**src/rtl/core/sdofp_pkg.sv**
```systemverilog
// ----------------------------------------------------------------------------
// sdofp_pkg
// Shared widths, codes and transaction types of the oscillator peak block.
// ----------------------------------------------------------------------------
package sdofp_pkg;

   // fixed-point formats
   localparam int SAMPLE_BITS    = 24;
   localparam int COEF_FRAC_BITS = 30;
   localparam int STATE_BITS     = 48;
   localparam int COEF_BITS      = 32;
   localparam int PEAK_BITS      = STATE_BITS - 1;

   // state operands are split in two halves for the multipliers
   localparam int LO_BITS      = STATE_BITS / 2;
   localparam int HI_BITS      = STATE_BITS - LO_BITS;
   localparam int LO_PROD_BITS = COEF_BITS + LO_BITS + 1;
   localparam int HI_PROD_BITS = COEF_BITS + HI_BITS;
   localparam int F_PROD_BITS  = COEF_BITS + SAMPLE_BITS;
   localparam int ACC_BITS     = COEF_BITS + STATE_BITS + 3;
   localparam int RND_BITS     = ACC_BITS - COEF_FRAC_BITS;

   // stream payload widths, padded to whole bytes
   localparam int REQ_DATA_BITS = ((SAMPLE_BITS + 7) / 8) * 8;
   localparam int RSP_DATA_BITS = ((PEAK_BITS + 7) / 8) * 8;

   // register file
   localparam int NUM_COEFS     = 8;
   localparam int CSR_IDX_BITS  = $clog2(NUM_COEFS);
   localparam int CSR_ADDR_BITS = CSR_IDX_BITS + 2;
   localparam int CSR_DATA_BITS = 32;

   // front to back queue, depth a power of two
   localparam int QUEUE_DEPTH = 4;
   localparam int QPTR_BITS   = $clog2(QUEUE_DEPTH);
   localparam int QCNT_BITS   = $clog2(QUEUE_DEPTH + 1);

   typedef enum logic [CSR_IDX_BITS-1:0] {
      REG_DISP_FROM_DISP       = 3'd0,
      REG_DISP_FROM_VEL        = 3'd1,
      REG_DISP_FROM_PREV_FORCE = 3'd2,
      REG_DISP_FROM_NEW_FORCE  = 3'd3,
      REG_VEL_FROM_DISP        = 3'd4,
      REG_VEL_FROM_VEL         = 3'd5,
      REG_VEL_FROM_PREV_FORCE  = 3'd6,
      REG_VEL_FROM_NEW_FORCE   = 3'd7
   } coef_index_type;

   typedef struct packed {
      logic [COEF_BITS-1:0] disp_from_disp;
      logic [COEF_BITS-1:0] disp_from_vel;
      logic [COEF_BITS-1:0] disp_from_prev_force;
      logic [COEF_BITS-1:0] disp_from_new_force;
      logic [COEF_BITS-1:0] vel_from_disp;
      logic [COEF_BITS-1:0] vel_from_vel;
      logic [COEF_BITS-1:0] vel_from_prev_force;
      logic [COEF_BITS-1:0] vel_from_new_force;
   } coef_set_type;

   // first sample of a record only primes, the rest update the oscillator
   typedef enum logic {
      KIND_PRIME  = 1'b0,
      KIND_UPDATE = 1'b1
   } item_kind_type;

   typedef struct packed {
      item_kind_type          kind;
      logic                   last;
      logic [SAMPLE_BITS-1:0] sample;
   } item_type;

   typedef struct packed {
      logic not_empty;
      logic full;
   } queue_status_type;

   typedef struct packed {
      logic                 overflowed;
      logic [PEAK_BITS-1:0] peak;
   } result_type;

   typedef enum logic [1:0] {
      ENG_IDLE = 2'd0,
      ENG_SUM  = 2'd1,
      ENG_SAT  = 2'd2,
      ENG_FIN  = 2'd3
   } engine_state_type;

endpackage

```
**src/rtl/core/sdofp_csr.sv**
```systemverilog
// ----------------------------------------------------------------------------
// sdofp_csr
// APB-style coefficient register file with read-back.
// ----------------------------------------------------------------------------
module sdofp_csr
   import sdofp_pkg::*;
(
   input  logic                     clock,
   input  logic                     reset,
   input  logic                     csr_psel,
   input  logic                     csr_penable,
   input  logic                     csr_pwrite,
   input  logic [CSR_ADDR_BITS-1:0] csr_paddr,
   input  logic [CSR_DATA_BITS-1:0] csr_pwdata,
   output logic [CSR_DATA_BITS-1:0] csr_prdata,
   output logic                     csr_pready,
   output coef_set_type             coefs
);

   coef_set_type   coefs_ff;
   coef_index_type index;
   logic           wr_en;

   assign csr_pready = 1'b1;
   assign index      = coef_index_type'(csr_paddr[CSR_ADDR_BITS-1:2]);
   assign wr_en      = csr_psel && csr_penable && csr_pwrite;
   assign coefs      = coefs_ff;

   // register writes
   always_ff @(posedge clock) begin
      if (reset) begin
         coefs_ff <= '0;
      end else if (wr_en) begin
         unique case (index)
            REG_DISP_FROM_DISP:       coefs_ff.disp_from_disp       <= csr_pwdata;
            REG_DISP_FROM_VEL:        coefs_ff.disp_from_vel        <= csr_pwdata;
            REG_DISP_FROM_PREV_FORCE: coefs_ff.disp_from_prev_force <= csr_pwdata;
            REG_DISP_FROM_NEW_FORCE:  coefs_ff.disp_from_new_force  <= csr_pwdata;
            REG_VEL_FROM_DISP:        coefs_ff.vel_from_disp        <= csr_pwdata;
            REG_VEL_FROM_VEL:         coefs_ff.vel_from_vel         <= csr_pwdata;
            REG_VEL_FROM_PREV_FORCE:  coefs_ff.vel_from_prev_force  <= csr_pwdata;
            REG_VEL_FROM_NEW_FORCE:   coefs_ff.vel_from_new_force   <= csr_pwdata;
         endcase
      end
   end

   // read-back mux
   always_comb begin
      unique case (index)
         REG_DISP_FROM_DISP:       csr_prdata = coefs_ff.disp_from_disp;
         REG_DISP_FROM_VEL:        csr_prdata = coefs_ff.disp_from_vel;
         REG_DISP_FROM_PREV_FORCE: csr_prdata = coefs_ff.disp_from_prev_force;
         REG_DISP_FROM_NEW_FORCE:  csr_prdata = coefs_ff.disp_from_new_force;
         REG_VEL_FROM_DISP:        csr_prdata = coefs_ff.vel_from_disp;
         REG_VEL_FROM_VEL:         csr_prdata = coefs_ff.vel_from_vel;
         REG_VEL_FROM_PREV_FORCE:  csr_prdata = coefs_ff.vel_from_prev_force;
         REG_VEL_FROM_NEW_FORCE:   csr_prdata = coefs_ff.vel_from_new_force;
      endcase
   end

endmodule

```
**config.mk**
```make
export PLATFORM = sky130hd
export DESIGN_NAME = sdofp_csr
export DESIGN_NICKNAME = d
export VERILOG_FILES = /design/src/rtl/core/sdofp_pkg.sv /design/src/rtl/core/sdofp_csr.sv
export SDC_FILE = /design/constraint.sdc
export NUM_CORES = 1
export LEC_CHECK = 0
export BUFFER_PORTS_ARGS = -buffer_cell sky130_fd_sc_hd__clkbuf_2
export CORE_MARGIN = 2
export CORE_UTILIZATION = 55
export CTS_BUF_LIST = sky130_fd_sc_hd__clkbuf_16
export CTS_CLUSTER_DIAMETER = 200
export CTS_CLUSTER_SIZE = 28
export DETAILED_ROUTE_END_ITERATION = 7
export PLACE_DENSITY_LB_ADDON = 0.25
export RECOVER_POWER = 50
export SLEW_MARGIN = 20
export SYNTH_ARGS = -nofsm -noshare
export SYNTH_HDL_FRONTEND = slang
export SYNTH_SLANG_ARGS = --single-unit
```
**constraint.sdc**
```tcl
create_clock -name clock -period 5.6 [get_ports clock]
set_input_delay 1.68 -clock clock [delete_from_list [all_inputs] [get_ports clock]]
set_output_delay 1.68 -clock clock [all_outputs]
set_load 0.05 [all_outputs]
```
==> Yosys cells after proc, flatten, opt, wreduce, memory -nomap -nowiden <==
Cells that the tools add are included.
{ "totals": {"ff_bits": 256, "input_bits": 42, "out_inout_bits": 289} }
{ "classes": {"muxes": 1, "n_reduce_logical": 11, "eq_ne": 7} }
{ "op_table": {"columns": ["cell", "count"], "rows": [
  ["32-bit case mux with 8 select lines", 1],
  ["2-bit AND reduction", 8],
  ["3-bit equality test (second input constant)", 4],
  ["3-bit by 2-bit equality test with 1-bit output (second input constant)", 2],
  ["3-bit by 1-bit equality test with 1-bit output (second input constant)", 1],
  ["3-bit logical NOT", 1],
  ["1-bit logical AND", 2]
]} }

==> Depth between registers and ports, before layout <==
{ "logic_depth": {"depth_word": 3, "mapped_depth": 7, "depth_no_buf": 4} }

==> Worst setup path after synthesis <==
Ideal clock, no wire load.
{ "synth_path": {"kind": "input-to-output", "start": "input port csr_paddr[3]", "end": "output port csr_prdata[25]", "t_required_ns": 3.920, "slack_ns": 0.622, "n_path_buf": 4, "arrival_ns": 3.298, "cell_stages": 7, "cell_sequence": "buf_6 -> buf_6 -> buf_4 -> buf_2 -> a221oi_1 -> a21oi_1 -> a21oi_1"} }
{ "synth_via": {"elab_chain_len": 2} }
{ "synth_rtl": {"columns": ["element", "line", "text"], "rows": [
  ["start: declaration", "sdofp_csr.sv:13", "input logic [CSR_ADDR_BITS-1:0] csr_paddr,"],
  ["3-bit equality test (tied with other cells)", "sdofp_csr.sv:49", "unique case (index)"],
  ["32-bit case mux with 8 select lines (*)", "sdofp_csr.sv:49", null],
  ["end: declaration", "sdofp_csr.sv:15", "output logic [CSR_DATA_BITS-1:0] csr_prdata,"]
]} }
Mark *: on every way between the ends. The rest lies on a longest branch, timed or not.

==> Worst setup path in the final report <==
{ "layout_path": {"start": "input port csr_paddr[3]", "end": "output port csr_prdata[11]"} }
The elaborated chain is that of the path after synthesis.

==> metrics.txt <==
Clock Sink Count=between 200 and 300; CTS clk-pin slew, worst paths=110 ps; Worst Skew=0 ps; number of diodes=0; htree depth=1; crit path capture type=primary output; Max-Cap Viols=1; hold crit path type=reg -> reg; Reg2Reg Setup Slack=4790 ps; initial antenna violation count=0; Comb pwr share=10.7%; FF+latch count, synth=256; CP Max Fanout=23; unrepaired setup endpoints after global routing=false; Hold Fails Final Rpt=0; DP Area=approximately 0.013 mm2; Initial DRT Pass Iterations=5; final setup vio count=0; fraction of power spent switching nets=between 20% and 30%; # IOs=around 330; P_leak=4.28 nW; R2R Path Start=coefs[104]$_SDFFE_PP0P_; Cell variety after synth=31; share of layout cells above drive strength 1=a little under a tenth; synthesized area=between 0.01 and 0.015 mm2; Net Count, Synth=1512; WL/cell=~20 um; status=complete, but fails checks; hpwl dp=24300 um; crit start category=input pin; core area=0.0202 mm2; quantity of hold-fixing buffers added after cts=0; via count=11354; slowest CP cell=clkbuf_1; internal power=2.34 mW; switching power=0.883 mW; CP arrival=3680 ps; hold path depth=2; Synth Area per Inst=7.64 um2; Starting Density=a little under three fifths; Slew @ Worst Pin=2420 ps; Final #Nets=approximately 1700; Seq pwr share=~57%; r2r endpoint=coefs[104]$_SDFFE_PP0P_; Cell Rows=between 50 and 60; Power Density=253 mW/mm2; drt total wl=39100 um; failing checks=max-capacitance violations, max-slew violations; Layout area overhead=13.6%; dpl cells=1930; Die Ht=147 um; Required @ worst endpoint=3920 ps; worst-skew pair later-pin latency=480 ps; fin crit period=5360 ps; Setup CP Type=in -> out; port buffer count=~330; CTS resizes=0; maximum vdd drop=0.305 mV; clock power share=approximately a third; setup bufs post-CTS=0; Total Power=3.23 mW; CTS tree=done; largest net degree at the start of global routing=121; critical path cell sequence=buf_4 -> clkbuf_1 -> mux2_2 -> a22o_1 -> a221oi_1 -> nor2_1 -> buf_12; commonest non-fill, non-tap cell in the layout=nand2_1; First DRT Iteration DRCs=about 1000; vias in the first global route=10420; die area=between 0.02 and 0.025 mm2; Hold Crit Start=coefs[65]$_SDFFE_PP0P_; final instance area=approximately 0.013 mm2; total CTS buffers=13; R2R depth=2; Ys Warns=0; Mapped Cells=1470; Post-route DRC=0; Seq/Total Area, Yosys=about 46%; max reg flops=256; number of vias per cell=~5.8; total negative slack=0 ps; routability-driven placement congestion ratio=0.855; most frequent cells in the layout=515 x nand2_1, 265 x a21oi_1, 257 x clkbuf_1; delay of the slowest critical-path stage=approximately 470 ps; worst-case clock buffer depth=3; fin. max-slew vios=33; global route total overflow=0; Rel. slew slack=-61.3%; Antenna Violating Nets Remaining=0; Period Utilization, post-route=between 90% and 100%; gr usage total=34.5%; clk root buf=clkbuf_16; die width=around 150 um; worst hold endpoint=coefs[65]$_SDFFE_PP0P_; non-filler cells, final=around 1900; first-pass GRT wire length=59200 um; Max Freq=187 MHz
metal layers:
metal / share of wire (%) / vias up / track usage (%)
met4: 2.6 / 0 / 10.8
met5: 0 / - / 0
met1: 39 / 5387 / 45.5
met3: 11 / 70 / 7.98
met2: 47 / 633 / 56.6
li1: - / 5264 / -
cell usage after synthesis, drive strengths merged:
cell type	number	share of area, %
a21o	1	0.067
a21oi	265	12
a221oi	56	4.9
a22o	33	2.6
a22oi	1	0.067
a32oi	4	0.31
and2	1	0.056
buf	104	5.1
clkbuf	50	1.7
conb	1	0.033
dfxtp	256	46
inv	32	1.1
mux2	26	2.6
mux2i	32	2.9
nand2	515	17
nand2b	7	0.39
nand4	1	0.19
nand4b	1	0.13
nor2	64	2.1
nor2b	4	0.22
nor3	2	0.18
o22a	2	0.16
o22ai	2	0.11
o32a	1	0.089
or2	6	0.33
or3	3	0.17
how the worst max path moves through the flow:
| stage | startpoint | to | cells after the start |
|---|---|---|---|
| after detailed placement | csr_paddr[4] | csr_prdata[4] | 6 |
| after floorplan | csr_paddr[3] | csr_prdata[25] | 7 |
| after CTS | csr_paddr[4] | csr_prdata[4] | 6 |
| final | csr_paddr[3] | csr_prdata[11] | 7 |
| after global placement | csr_paddr[4] | csr_prdata[4] | 6 |
| after global routing | csr_paddr[3] | csr_prdata[11] | 7 |
area by class of cell:
cell class / instances / area (um2)
clock buffers: 13 / 325
fillers: 1961 / 7400
well taps: 270 / 338
flip-flops and latches: 256 / 5120
multi-input cells: 1028 / 5290
clock inverters: 1 / 30.0
repair buffers: 344 / 1540
inverters: 32 / 120
stage by stage:
step                      hold WS [ps]  utilization [%]  setup slack, ps
after CTS                          475             65.0              334
final                              474             63.3              244
after global routing               497             63.3              197
after detailed placement           460             63.2              327
after floorplan                    679                -              622
after global placement             454             63.2              326
power by group through the flow:
stage	logic (mW)	clock network, mW	registers [mW]
3_5_place_dp	0.346	0	1.89
3_3_place_gp	0.343	0	1.89
2_1_floorplan	0.207	0	1.93
5_1_grt	0.362	1.10	1.85
6_report	0.347	1.04	1.84
4_1_cts	0.346	1.04	1.84
worst max-delay path, delay by kind of cell:
family	cells	cell delay, ps
simple gates	1	140
mux	1	400
compound gates	2	470
buf+inv	3	980
cell families (layout without fill, tap and decap cells):
group	after synthesis	count (layout)	synth area share (%)
buffers and inverters	186	390	7.85
AND/OR/NAND/NOR	604	604	21.0
multiplexers	58	58	5.46
AO/OA/AOI/OAI	365	365	20.0
other	1	1	0.0334
flip-flops	256	256	45.6
(Power assumes the default switching activity.)
