## src/rtl/core/sdofp_pkg.sv

```systemverilog
// ----------------------------------------------------------------------------
// sdofp_pkg
// Shared widths, codes and transaction types of the oscillator peak block.
// ----------------------------------------------------------------------------
package sdofp_pkg;

   // fixed-point formats
   localparam int SAMPLE_BITS    = 24;
   localparam int COEF_FRAC_BITS = 30;
   localparam int STATE_BITS     = 48;
   localparam int COEF_BITS      = 32;
   localparam int PEAK_BITS      = STATE_BITS - 1;

   // state operands are split in two halves for the multipliers
   localparam int LO_BITS      = STATE_BITS / 2;
   localparam int HI_BITS      = STATE_BITS - LO_BITS;
   localparam int LO_PROD_BITS = COEF_BITS + LO_BITS + 1;
   localparam int HI_PROD_BITS = COEF_BITS + HI_BITS;
   localparam int F_PROD_BITS  = COEF_BITS + SAMPLE_BITS;
   localparam int ACC_BITS     = COEF_BITS + STATE_BITS + 3;
   localparam int RND_BITS     = ACC_BITS - COEF_FRAC_BITS;

   // stream payload widths, padded to whole bytes
   localparam int REQ_DATA_BITS = ((SAMPLE_BITS + 7) / 8) * 8;
   localparam int RSP_DATA_BITS = ((PEAK_BITS + 7) / 8) * 8;

   // register file
   localparam int NUM_COEFS     = 8;
   localparam int CSR_IDX_BITS  = $clog2(NUM_COEFS);
   localparam int CSR_ADDR_BITS = CSR_IDX_BITS + 2;
   localparam int CSR_DATA_BITS = 32;

   // front to back queue, depth a power of two
   localparam int QUEUE_DEPTH = 4;
   localparam int QPTR_BITS   = $clog2(QUEUE_DEPTH);
   localparam int QCNT_BITS   = $clog2(QUEUE_DEPTH + 1);

   typedef enum logic [CSR_IDX_BITS-1:0] {
      REG_DISP_FROM_DISP       = 3'd0,
      REG_DISP_FROM_VEL        = 3'd1,
      REG_DISP_FROM_PREV_FORCE = 3'd2,
      REG_DISP_FROM_NEW_FORCE  = 3'd3,
      REG_VEL_FROM_DISP        = 3'd4,
      REG_VEL_FROM_VEL         = 3'd5,
      REG_VEL_FROM_PREV_FORCE  = 3'd6,
      REG_VEL_FROM_NEW_FORCE   = 3'd7
   } coef_index_type;

   typedef struct packed {
      logic [COEF_BITS-1:0] disp_from_disp;
      logic [COEF_BITS-1:0] disp_from_vel;
      logic [COEF_BITS-1:0] disp_from_prev_force;
      logic [COEF_BITS-1:0] disp_from_new_force;
      logic [COEF_BITS-1:0] vel_from_disp;
      logic [COEF_BITS-1:0] vel_from_vel;
      logic [COEF_BITS-1:0] vel_from_prev_force;
      logic [COEF_BITS-1:0] vel_from_new_force;
   } coef_set_type;

   // first sample of a record only primes, the rest update the oscillator
   typedef enum logic {
      KIND_PRIME  = 1'b0,
      KIND_UPDATE = 1'b1
   } item_kind_type;

   typedef struct packed {
      item_kind_type          kind;
      logic                   last;
      logic [SAMPLE_BITS-1:0] sample;
   } item_type;

   typedef struct packed {
      logic not_empty;
      logic full;
   } queue_status_type;

   typedef struct packed {
      logic                 overflowed;
      logic [PEAK_BITS-1:0] peak;
   } result_type;

   typedef enum logic [1:0] {
      ENG_IDLE = 2'd0,
      ENG_SUM  = 2'd1,
      ENG_SAT  = 2'd2,
      ENG_FIN  = 2'd3
   } engine_state_type;

endpackage

```

## src/rtl/core/sdofp_queue.sv

```systemverilog
// ----------------------------------------------------------------------------
// sdofp_queue
// Short first-in first-out queue between the front and the engine.
// ----------------------------------------------------------------------------
module sdofp_queue
   import sdofp_pkg::*;
(
   input  logic             clock,
   input  logic             reset,
   input  logic             push,
   input  item_type         push_item,
   input  logic             pop,
   output item_type         head,
   output queue_status_type qstat
);

   item_type             entry_ff [QUEUE_DEPTH];
   logic [QPTR_BITS-1:0] wr_ptr_ff;
   logic [QPTR_BITS-1:0] rd_ptr_ff;
   logic [QCNT_BITS-1:0] count_ff;
   logic [QCNT_BITS-1:0] count_in;

   assign head            = entry_ff[rd_ptr_ff];
   assign qstat.not_empty = count_ff != '0;
   assign qstat.full      = count_ff == QCNT_BITS'(QUEUE_DEPTH);

   always_comb begin
      count_in = count_ff;
      if (push && !pop) begin
         count_in = count_ff + 1'b1;
      end else if (!push && pop) begin
         count_in = count_ff - 1'b1;
      end
   end

   // pointers and fill level
   always_ff @(posedge clock) begin
      if (reset) begin
         wr_ptr_ff <= '0;
         rd_ptr_ff <= '0;
         count_ff  <= '0;
      end else begin
         count_ff <= count_in;
         if (push) begin
            wr_ptr_ff <= wr_ptr_ff + 1'b1;
         end
         if (pop) begin
            rd_ptr_ff <= rd_ptr_ff + 1'b1;
         end
      end
   end

   // entry storage
   always_ff @(posedge clock) begin
      if (push) begin
         entry_ff[wr_ptr_ff] <= push_item;
      end
   end

endmodule

```

## config.mk

```make
export PLATFORM = sky130hd
export DESIGN_NAME = sdofp_queue
export DESIGN_NICKNAME = d
export VERILOG_FILES = /design/src/rtl/core/sdofp_pkg.sv /design/src/rtl/core/sdofp_queue.sv
export SDC_FILE = /design/constraint.sdc
export NUM_CORES = 1
export LEC_CHECK = 0
export ABC_CLOCK_PERIOD_IN_PS = 2100
export BUFFER_PORTS_ARGS = -buffer_cell sky130_fd_sc_hd__clkbuf_2
export CAP_MARGIN = 20
export CORE_ASPECT_RATIO = 1.25
export CORE_MARGIN = 2
export CORE_UTILIZATION = 45
export DETAILED_ROUTE_END_ITERATION = 6
export PLACE_DENSITY = 0.77
export RECOVER_POWER = 25
export SYNTH_ARGS = -nofsm -noshare
export SYNTH_HDL_FRONTEND = slang
export SYNTH_SLANG_ARGS = --single-unit
```

## constraint.sdc

```tcl
create_clock -name clock -period 2.1 [get_ports clock]
set_input_delay 0.42 -clock clock [delete_from_list [all_inputs] [get_ports clock]]
set_output_delay 0.42 -clock clock [all_outputs]
set_load 0.01 [all_outputs]
```

After elaboration in Yosys (flattened, before gate mapping)
Memory sizes are Yosys's and may differ from the RTL's. A register that Yosys moved wholly into a read port is not among the register bits.
Cells that the tools add are included.
{"block": "word_totals", "ff_bits": 7, "mem_bits_rw": 104, "output_inout_bits": 28, "memories": 1, "in_bits": 30}
{"block": "op_classes", "addsub": 4, "n_eq_ne": 1, "reduce_logical": 6, "mux": 6}
{"name": "entry_ff", "words": 4, "width": 26, "read_ports": 1, "rd_clocked_by_memory_dff": 1, "wr": 1, "line_no": "sdofp_queue.sv:17", "text": "item_type entry_ff [QUEUE_DEPTH];"}
{"operator": "two-way mux 3 bit", "n": 2}
{"operator": "adder 2 x 1 -> 2 bit (second input constant)", "n": 2}
{"operator": "two-way mux 2 bit", "n": 2}
{"operator": "adder 3 x 1 -> 3 bit (second input constant)", "n": 1}
{"operator": "equality test 3 bit (second input constant)", "n": 1}
{"operator": "nonzero test 3 bit", "n": 1}
{"operator": "subtractor 3 x 1 -> 3 bit (second input constant)", "n": 1}
{"operator": "logical AND 1 bit", "n": 2}
{"operator": "zero test 1 bit", "n": 2}
{"operator": "two-way mux 1 bit", "n": 2}
{"operator": "nonzero test 2 bit", "n": 1}

Longest topological paths before layout
Gate-level depths: netlist of the first run.
{"block": "depth", "depth_word": 4, "ltp_mapped": 7}

Worst setup path before layout of the first run
OpenSTA, ideal clock, no wires.
{"block": "synth_path", "path_type": "in2reg", "from": "input port pop", "to": "register count_ff[2]", "required_ps": 2030, "path_buffers": 0, "stages": 7, "t_arrival_ps": 1591, "setup_slack_ps": 439, "setup_time_ps": 70, "cell_sequence": "inv_1 -> ha_1 -> inv_1 -> fa_1 -> xor2_1 -> or3_1 -> a21oi_1"}
{"block": "synth_between", "elab_chain_cells": 3, "word_cells_on_any_way": 5}
{"item": "from (decl)", "line_no": "sdofp_queue.sv:12", "text": "input logic pop,"}
{"item": "zero test 1 bit", "line_no": "sdofp_queue.sv:29", "text": "if (push && !pop) begin"}
{"item": "logical AND 1 bit", "line_no": "sdofp_queue.sv:29"}
{"item": "two-way mux 3 bit / nonzero test 2 bit (equally long branches)"}
{"item": "to (signal assigned)", "line_no": "sdofp_queue.sv:43", "text": "count_ff <= count_in;"}
{"item": "to (decl)", "line_no": "sdofp_queue.sv:20", "text": "logic [QCNT_BITS-1:0] count_ff;"}
Parallel ways exist; a longest one is shown, timed or not.
A chain may end at the register's enable or synchronous reset.

==> metrics.md, run 1 <==
| Metric | Value |
|---|---|
| Area Growth Syn to Fin | 25.84% |
| IO buf count | 57 |
| Bufs and invs on worst path | 2 |
| Slew @ Worst Pin | approximately 0.42 ns |
| Setup violators final | 0 |
| Initial antenna violation count | 0 |
| TritonCTS clock tree | yes |
| Skew final | about 0.0064 ns |
| RSZ-0062 raised after global routing | yes |
| # diodes | 0 |
| Synth area leader | edfxtp_1 |
| DRT iter0 DRCs | 75 |
| # fillers | between 600 and 700 |
| Slowest cell on the critical path | mux4_2 |
| DR vias | a little under 2,000 |
| Synthesized instance count | between 150 and 200 |
| Die height | between 100 and 150 µm |
| GRT Overall Usage | 0.1507 |
| CP peak stage delay | 0.51 ns |
| Place WS | 0.2187 ns |
| Peak VDD IR | ~560 µV |
| # rows | 39 |
| Arrival @ worst endpoint | between 1.5 and 2 ns |
| Power Dens Cells | 1156 nW/µm² |
| Distinct cells, synth | 22 |
| Clock sink count | around 110 |
| Static Leak | between 1.5 and 2 nW |
| Nets | approximately 290 |
| Tcrit/Tclk final | 0.9845 |
| Largest cells by area after synthesis | edfxtp_1, mux4_2, dfxtp_1 |
| Worst-case clock buffer depth | 2 |
| Overall die area | ~10,000 µm² |
| WHS | roughly 0.25 ns |
| Syn_area_per_cell | approximately 23 µm² |
| MaxCap Viol Count | 0 |
| Antenna Nets Post-Route | 0 |
| RePlAce Congestion | between 0.6 and 0.7 |
| Yosys reg bits | 113 |
| Critical-path maximum fanout | 7 |
| Mapped Nets | 216 |
| First-pass GRT wire length | 11,050 µm |
| Setup ws final | 0.03262 ns |
| Largest net degree at the start of global routing | 27 |
| Clk Tree Root Cell | clkbuf_16 |
| Number of global-route vias before repair | ~2,200 |
| Critical path cell sequence | buf_12 -> mux4_2 -> clkbuf_2 |
| Clk_lat worst skew | 0.40 ns |
| Htree depth | 4 |
| Seq/Total Area, Yosys | 0.7813 |
| Vias per cell | 4.970 |
| Final HPWL DP | roughly 3800 µm |
| Crit Path Category | reg -> out |
| Hold Vio Cnt, Final | 0 |
| Worst slew margin relative to its limit | 0.7226 |
| Area of the multi-input gates | between 800 and 900 µm² |
| Core Area | approximately 9100 µm² |
| Synthesized area | 4228 µm² |
| CTS Buf Count | 17 |
| Pre-antenna DRT Iters | 4 |
| Family with the most delay on the worst path | multiplexers |
| Outcome | completed |
| Fmax | ~0.48 GHz |
| Residual DRC | 0 |
| GR Overflow Total | 0 |
| Sequential cell area | about 3300 µm² |
| Post-Route WL | approximately 6900 µm |
| Die width | 90.70 µm |
| Layout cells sized above 1 | 0.3875 |
| HP Class | in -> reg |
| Drt wl/cell | about 18 µm |
| CTS clk-pin slew, worst paths | around 0.050 ns |
| Top Ports | 58 |
| CP startpoint kind | flop |
| Synth warn | 0 |
| Initial Util | 0.4633 |
| Max-slew violations | 0 |
| Required @ worst endpoint | between 1.5 and 2 ns |
| Tmin final | roughly 2.1 ns |
| Post-synth top area share | 0.7387 |
| Crit path capture type | primary output |
logic make-up after synthesis:
family	after synthesis	share of synthesized area
AOI/OAI and AO/OA	2	0.002365
and+or+nand+nor	15	0.01776
buffers and inverters	11	0.02012
muxes	28	0.1486
DFF	113	0.7813
adders and majority gates	6	0.01953
xor gates and xnor gates	5	0.01036
area by class of cell:
type,instances,share of cell area
Clock buffer,20,0.08208
Tap cell,123,0.02893
Sequential cell,113,0.6216
Clock inverter,12,0.03551
Multi-Input combinational cell,56,0.1536
Timing Repair Buffer,66,0.07549
Inverter,4,0.002822
path summary, 6_finish.rpt:
path	startpoint	endpoint	slack [ns]	cells past startpoint
max reg2reg	count_ff[0]	count_ff[2]	0.64	4
min reg2reg	count_ff[2]	count_ff[2]	0.53	2
min	push_item[1]	entry_ff[3][1]	0.25	1
max	flop	head[7]	0.03	3
cell usage after synthesis:
cell type,n
edfxtp_1,104
mux4_2,20
dfxtp_1,9
nor2_1,7
mux4_1,6
ha_1,5
and2_1,4
inv_1,4
xor2_1,3
buf_12,2
buf_2,2
mux2i_1,2
or3_1,2
xnor2_1,2
a21oi_1,1
buf_6,1
clkbuf_1,1
clkbuf_2,1
fa_1,1
nand2_1,1
nor3b_1,1
o21ai_0,1
cell usage in the layout (no fill, tap or decap), types with 2 or more instances in the layout:
cell type	synthesis	layout
or3_1	2	2
ha_1	5	5
clkbuf_16	0	18
edfxtp_1	104	104
dfxtp_1	9	8
clkinv_2	0	4
xnor2_1	2	2
clkinvlp_4	0	2
and2_1	4	4
mux2i_1	2	2
bufinv_16	0	5
buf_4	0	5
clkbuf_1	1	19
xor2_1	3	3
clkbuf_2	1	39
inv_1	4	4
mux4_2	20	26
buf_12	2	2
nor2_1	7	7
repair_timing:
item	4_1_cts	5_1_grt
hold buffers	0	0
gates resized for setup	3	10
gates cloned	2	1
setup buffers	1	0
hold endpoints to repair	0	0
setup endpoints to repair	13	24
state kept, by name, indices dropped and copies added, names as in the netlist, named ones only:
register   cells
count_ff       3
wr_ptr_ff      2
rd_ptr_ff      2
entry_ff     104
layer usage:
| layer | part of all wire | track usage | up-vias | wire (µm) |
|---|---|---|---|---|
| met2 | 0.52 | 0.2438 | 53 | 3637 |
| met3 | 0.050 | 0.05436 | 10 | 350 |
| met4 | 0.014 | 0.08308 | 0 | 95 |
| li1 | - | - | 892 | - |
| met5 | 0 | 0 | - | 0 |
| met1 | 0.41 | 0.1757 | 1003 | 2857 |
worst reg2reg max path: cells and delay by family (launching register included):
| family | cells | cell delay (ns) |
|---|---|---|
| xor+xnor | 1 | 0.16 |
| simple gates | 1 | 0.31 |
| fa+ha+maj | 1 | 0.44 |
| compound gates | 1 | 0.14 |
| flops | 1 | 0.35 |
through the flow:
| step | utilization | power [W] | setup TNS [ns] | instances | instance area (µm²) |
|---|---|---|---|---|---|
| floorplan | - | 0.002978 | 0 | 180 | 4228 |
| global placement | 0.5102 | 0.003154 | 0 | 359 | 4656 |
| detailed placement | 0.5102 | 0.003169 | 0 | 359 | 4656 |
| CTS | 0.5874 | 0.006213 | -1.036 | 394 | 5360 |
| global route | 0.5830 | 0.006383 | -0.6286 | 394 | 5320 |
| finish | 0.5830 | 0.006149 | 0 | 394 | 5320 |
power by group:
part	internal [W]	switching, W	total [W]
clock network	0.00209	0.000907	0.00299
registers	0.00259	0.0000445	0.00263
logic	0.000263	0.000263	0.000526
Power figures use the tool's default switching activity.
==> run 2: changes to the inputs <==
--- a/config.mk
+++ b/config.mk
@@ -10,9 +10,9 @@
 export CAP_MARGIN = 20
 export CORE_ASPECT_RATIO = 1.25
 export CORE_MARGIN = 2
-export CORE_UTILIZATION = 45
+export CORE_UTILIZATION = 56
 export DETAILED_ROUTE_END_ITERATION = 6
-export PLACE_DENSITY = 0.77
+export PLACE_DENSITY = 0.9
 export RECOVER_POWER = 25
 export SYNTH_ARGS = -nofsm -noshare
 export SYNTH_HDL_FRONTEND = slang
==> metrics.md, run 2 (same netlist as run 1, synthesis figures left out) <==
| Metric | Value |
|---|---|
| Fmax | 0.4590 GHz (-5.1%) |
| Worst slew margin relative to its limit | 0.7437 (+0.02118) |
| Required @ worst endpoint | 1.68 ns (about the same) |
| CTS clk-pin slew, worst paths | 0.05 ns (about the same) |
| DRT iter0 DRCs | 210 (+180%) |
| TNS Setup | -1.011 ns (-1.011 ns) |
| Core Util, Final | 0.7095 (+0.1265) |
| GRT Overall Usage | 0.2023 (+0.05158) |
| Slew @ Worst Pin | 0.3844 ns (-0.03177 ns) |
| Pre-antenna DRT Iters | 5 (+1) |
| Area Growth Syn to Fin | 23.47% |
| Initial Util | 0.5747 (+0.1113) |
| # rows | 35 (-10%) |
| Skew final | 0.003750 ns (-0.002685 ns) |
| Final HPWL DP | 4186 µm (+9.8%) |
| Outcome | complete, but fails checks |
| Fin area | 5220 µm² (-1.9%) |
| Tcrit/Tclk final | 1.037 (+0.05300) |
| Core Area | 7357 µm² (-19%) |
| First-pass GRT wire length | 11,300 µm (+2.3%) |
| Hold Vio Cnt, Final | 0 (unchanged) |
| Die width | 81.72 µm (-9.9%) |
| Clock sink count | 113 (unchanged) |
| Htree depth | 4 (unchanged) |
| Vias per cell | 5.492 (+11%) |
| CP startpoint kind | flop |
| Largest registers | entry_ff x104, count_ff x3 |
| Post-Layout Cell Count | 364 (-7.6%) |
| Commonest non-fill, non-tap cell in the layout | edfxtp_1 |
| Initial antenna violation count | 0 (unchanged) |
| # fillers | 451 (-35%) |
| Crit Path Category | reg -> out |
| GR Overflow Total | 0 (unchanged) |
| Worst-case clock buffer depth | 2 (unchanged) |
| Crit path capture type | primary output |
| # diodes | 0 (unchanged) |
| CP peak stage delay | 0.56 ns (+0.05 ns) |
| TritonCTS clock tree | yes |
| Drt wl/cell | 19.91 µm (+13%) |
| HP Class | in -> reg |
| Largest net degree at the start of global routing | 27 (unchanged) |
| Power Dens Cells | 1145 nW/µm² (-0.96%) |
| RSZ-0062 raised after global routing | yes |
| Residual DRC | 0 (unchanged) |
| DR vias | 1,999 (+2.1%) |
| Arrival @ worst endpoint | 1.76 ns (+0.11 ns) |
| # hold bufs at CTS | 0 (unchanged) |
| Tmin final | 2.179 ns (+0.1113 ns) |
| Slowest cell on the critical path | mux4_1 |
| Number of global-route vias before repair | 2,133 (-1.3%) |
| Setup ws final | -0.07867 ns (-0.1113 ns) |
| Cells after DPL | 332 (-7.5%) |
| Overall die area | 8265 µm² (-19%) |
| Top reg by flops | entry_ff |
| Max FFs per register | 104 (unchanged) |
| Critical path cell sequence | buf_12 -> mux4_1 -> clkbuf_2 |
| PnR Total Power | 0.005975 W (-2.8%) |
| Most frequent cells in the layout | edfxtp_1, clkbuf_2, mux4_2, clkbuf_1, clkbuf_16 |
| Die height | 101.1 µm (-10%) |
| Clk_lat worst skew | 0.51 ns (+0.11 ns) |
| IO buf count | 57 (unchanged) |
| Nets | 295 (+0.34%) |
| Layout cells sized above 1 | 0.3824 (-0.005101) |
| Clk Tree Root Cell | clkbuf_8 |
| Antenna Nets Post-Route | 0 (unchanged) |
| Critical-path maximum fanout | 12 (+5) |
| Setup violators final | 26 (+26) |
| Top Ports | 58 (unchanged) |
| Max-slew violations | 0 (unchanged) |
| Post-Route WL | 7249 µm (+4.5%) |
| Static Leak | 1.833 nW (-1.3%) |
| Violated checks | setup timing |
| Post-DP Area | 4647 µm² (-0.19%) |
| CTS Buf Count | 17 (unchanged) |
| MaxCap Viol Count | 0 (unchanged) |
| Peak VDD IR | 840.8 µV (+50%) |
| RePlAce Congestion | 0.6707 (-2.8%) |
## run 2: power by group
group	leakage [nW]	total, W	switching (W)	internal (W)
Clock	0.278	0.00283	0.000930	0.00190
Sequential	1.03	0.00263	0.0000449	0.00258
Combinational	0.525	0.000517	0.000266	0.000251
## run 2: path summary, 6_finish.rpt
kind / start / endpoint / slack, ns / depth (start not counted)
worst max-delay path: flop / head[22] / -0.08 / 3
worst min register to register: count_ff[2] / count_ff[2] / 0.51 / 2
worst max register to register: count_ff[0] / count_ff[2] / 0.63 / 4
worst min-delay path: push_item[14] / entry_ff[2][14] / 0.13 / 1
## run 2: per-stage QoR
step                worst slack [ns]  hold WS [ns]
floorplan                     0.4388        0.4614
global placement              0.2645        0.4803
detailed placement            0.2145        0.4997
CTS                         -0.09466        0.1141
global route                 -0.1310        0.1305
finish                      -0.07867        0.1349
## run 2: metal layers
metal | GRT usage | routed length [µm] | up-vias
met4 | 0.1103 | 128 | 0
met3 | 0.07754 | 398 | 13
met2 | 0.3102 | 3758 | 72
met5 | 0 | 0 | -
li1 | - | - | 892
met1 | 0.2497 | 2963 | 1022
## run 2: worst max-delay path: cells and delay by family, from the launching register on
kind	cells	cell delay, ns
buf+inv	2	0.30
flops	1	0.37
mux	1	0.56
## run 2: layout make-up
cell class                      count  area, µm²  share of cell area
Tap cell                           92      115.1             0.02205
Multi-Input combinational cell     56      820.8              0.1572
Inverter                            4      15.01            0.002876
Clock inverter                     13      167.7             0.03212
Clock buffer                       19      421.7             0.08078
Timing Repair Buffer               67      372.9             0.07143
Sequential cell                   113       3307              0.6335
## run 2: repair_timing
item,4_1_cts,5_1_grt
setup endpoints to repair,26,26
setup buffers,0,0
gates resized for setup,8,3
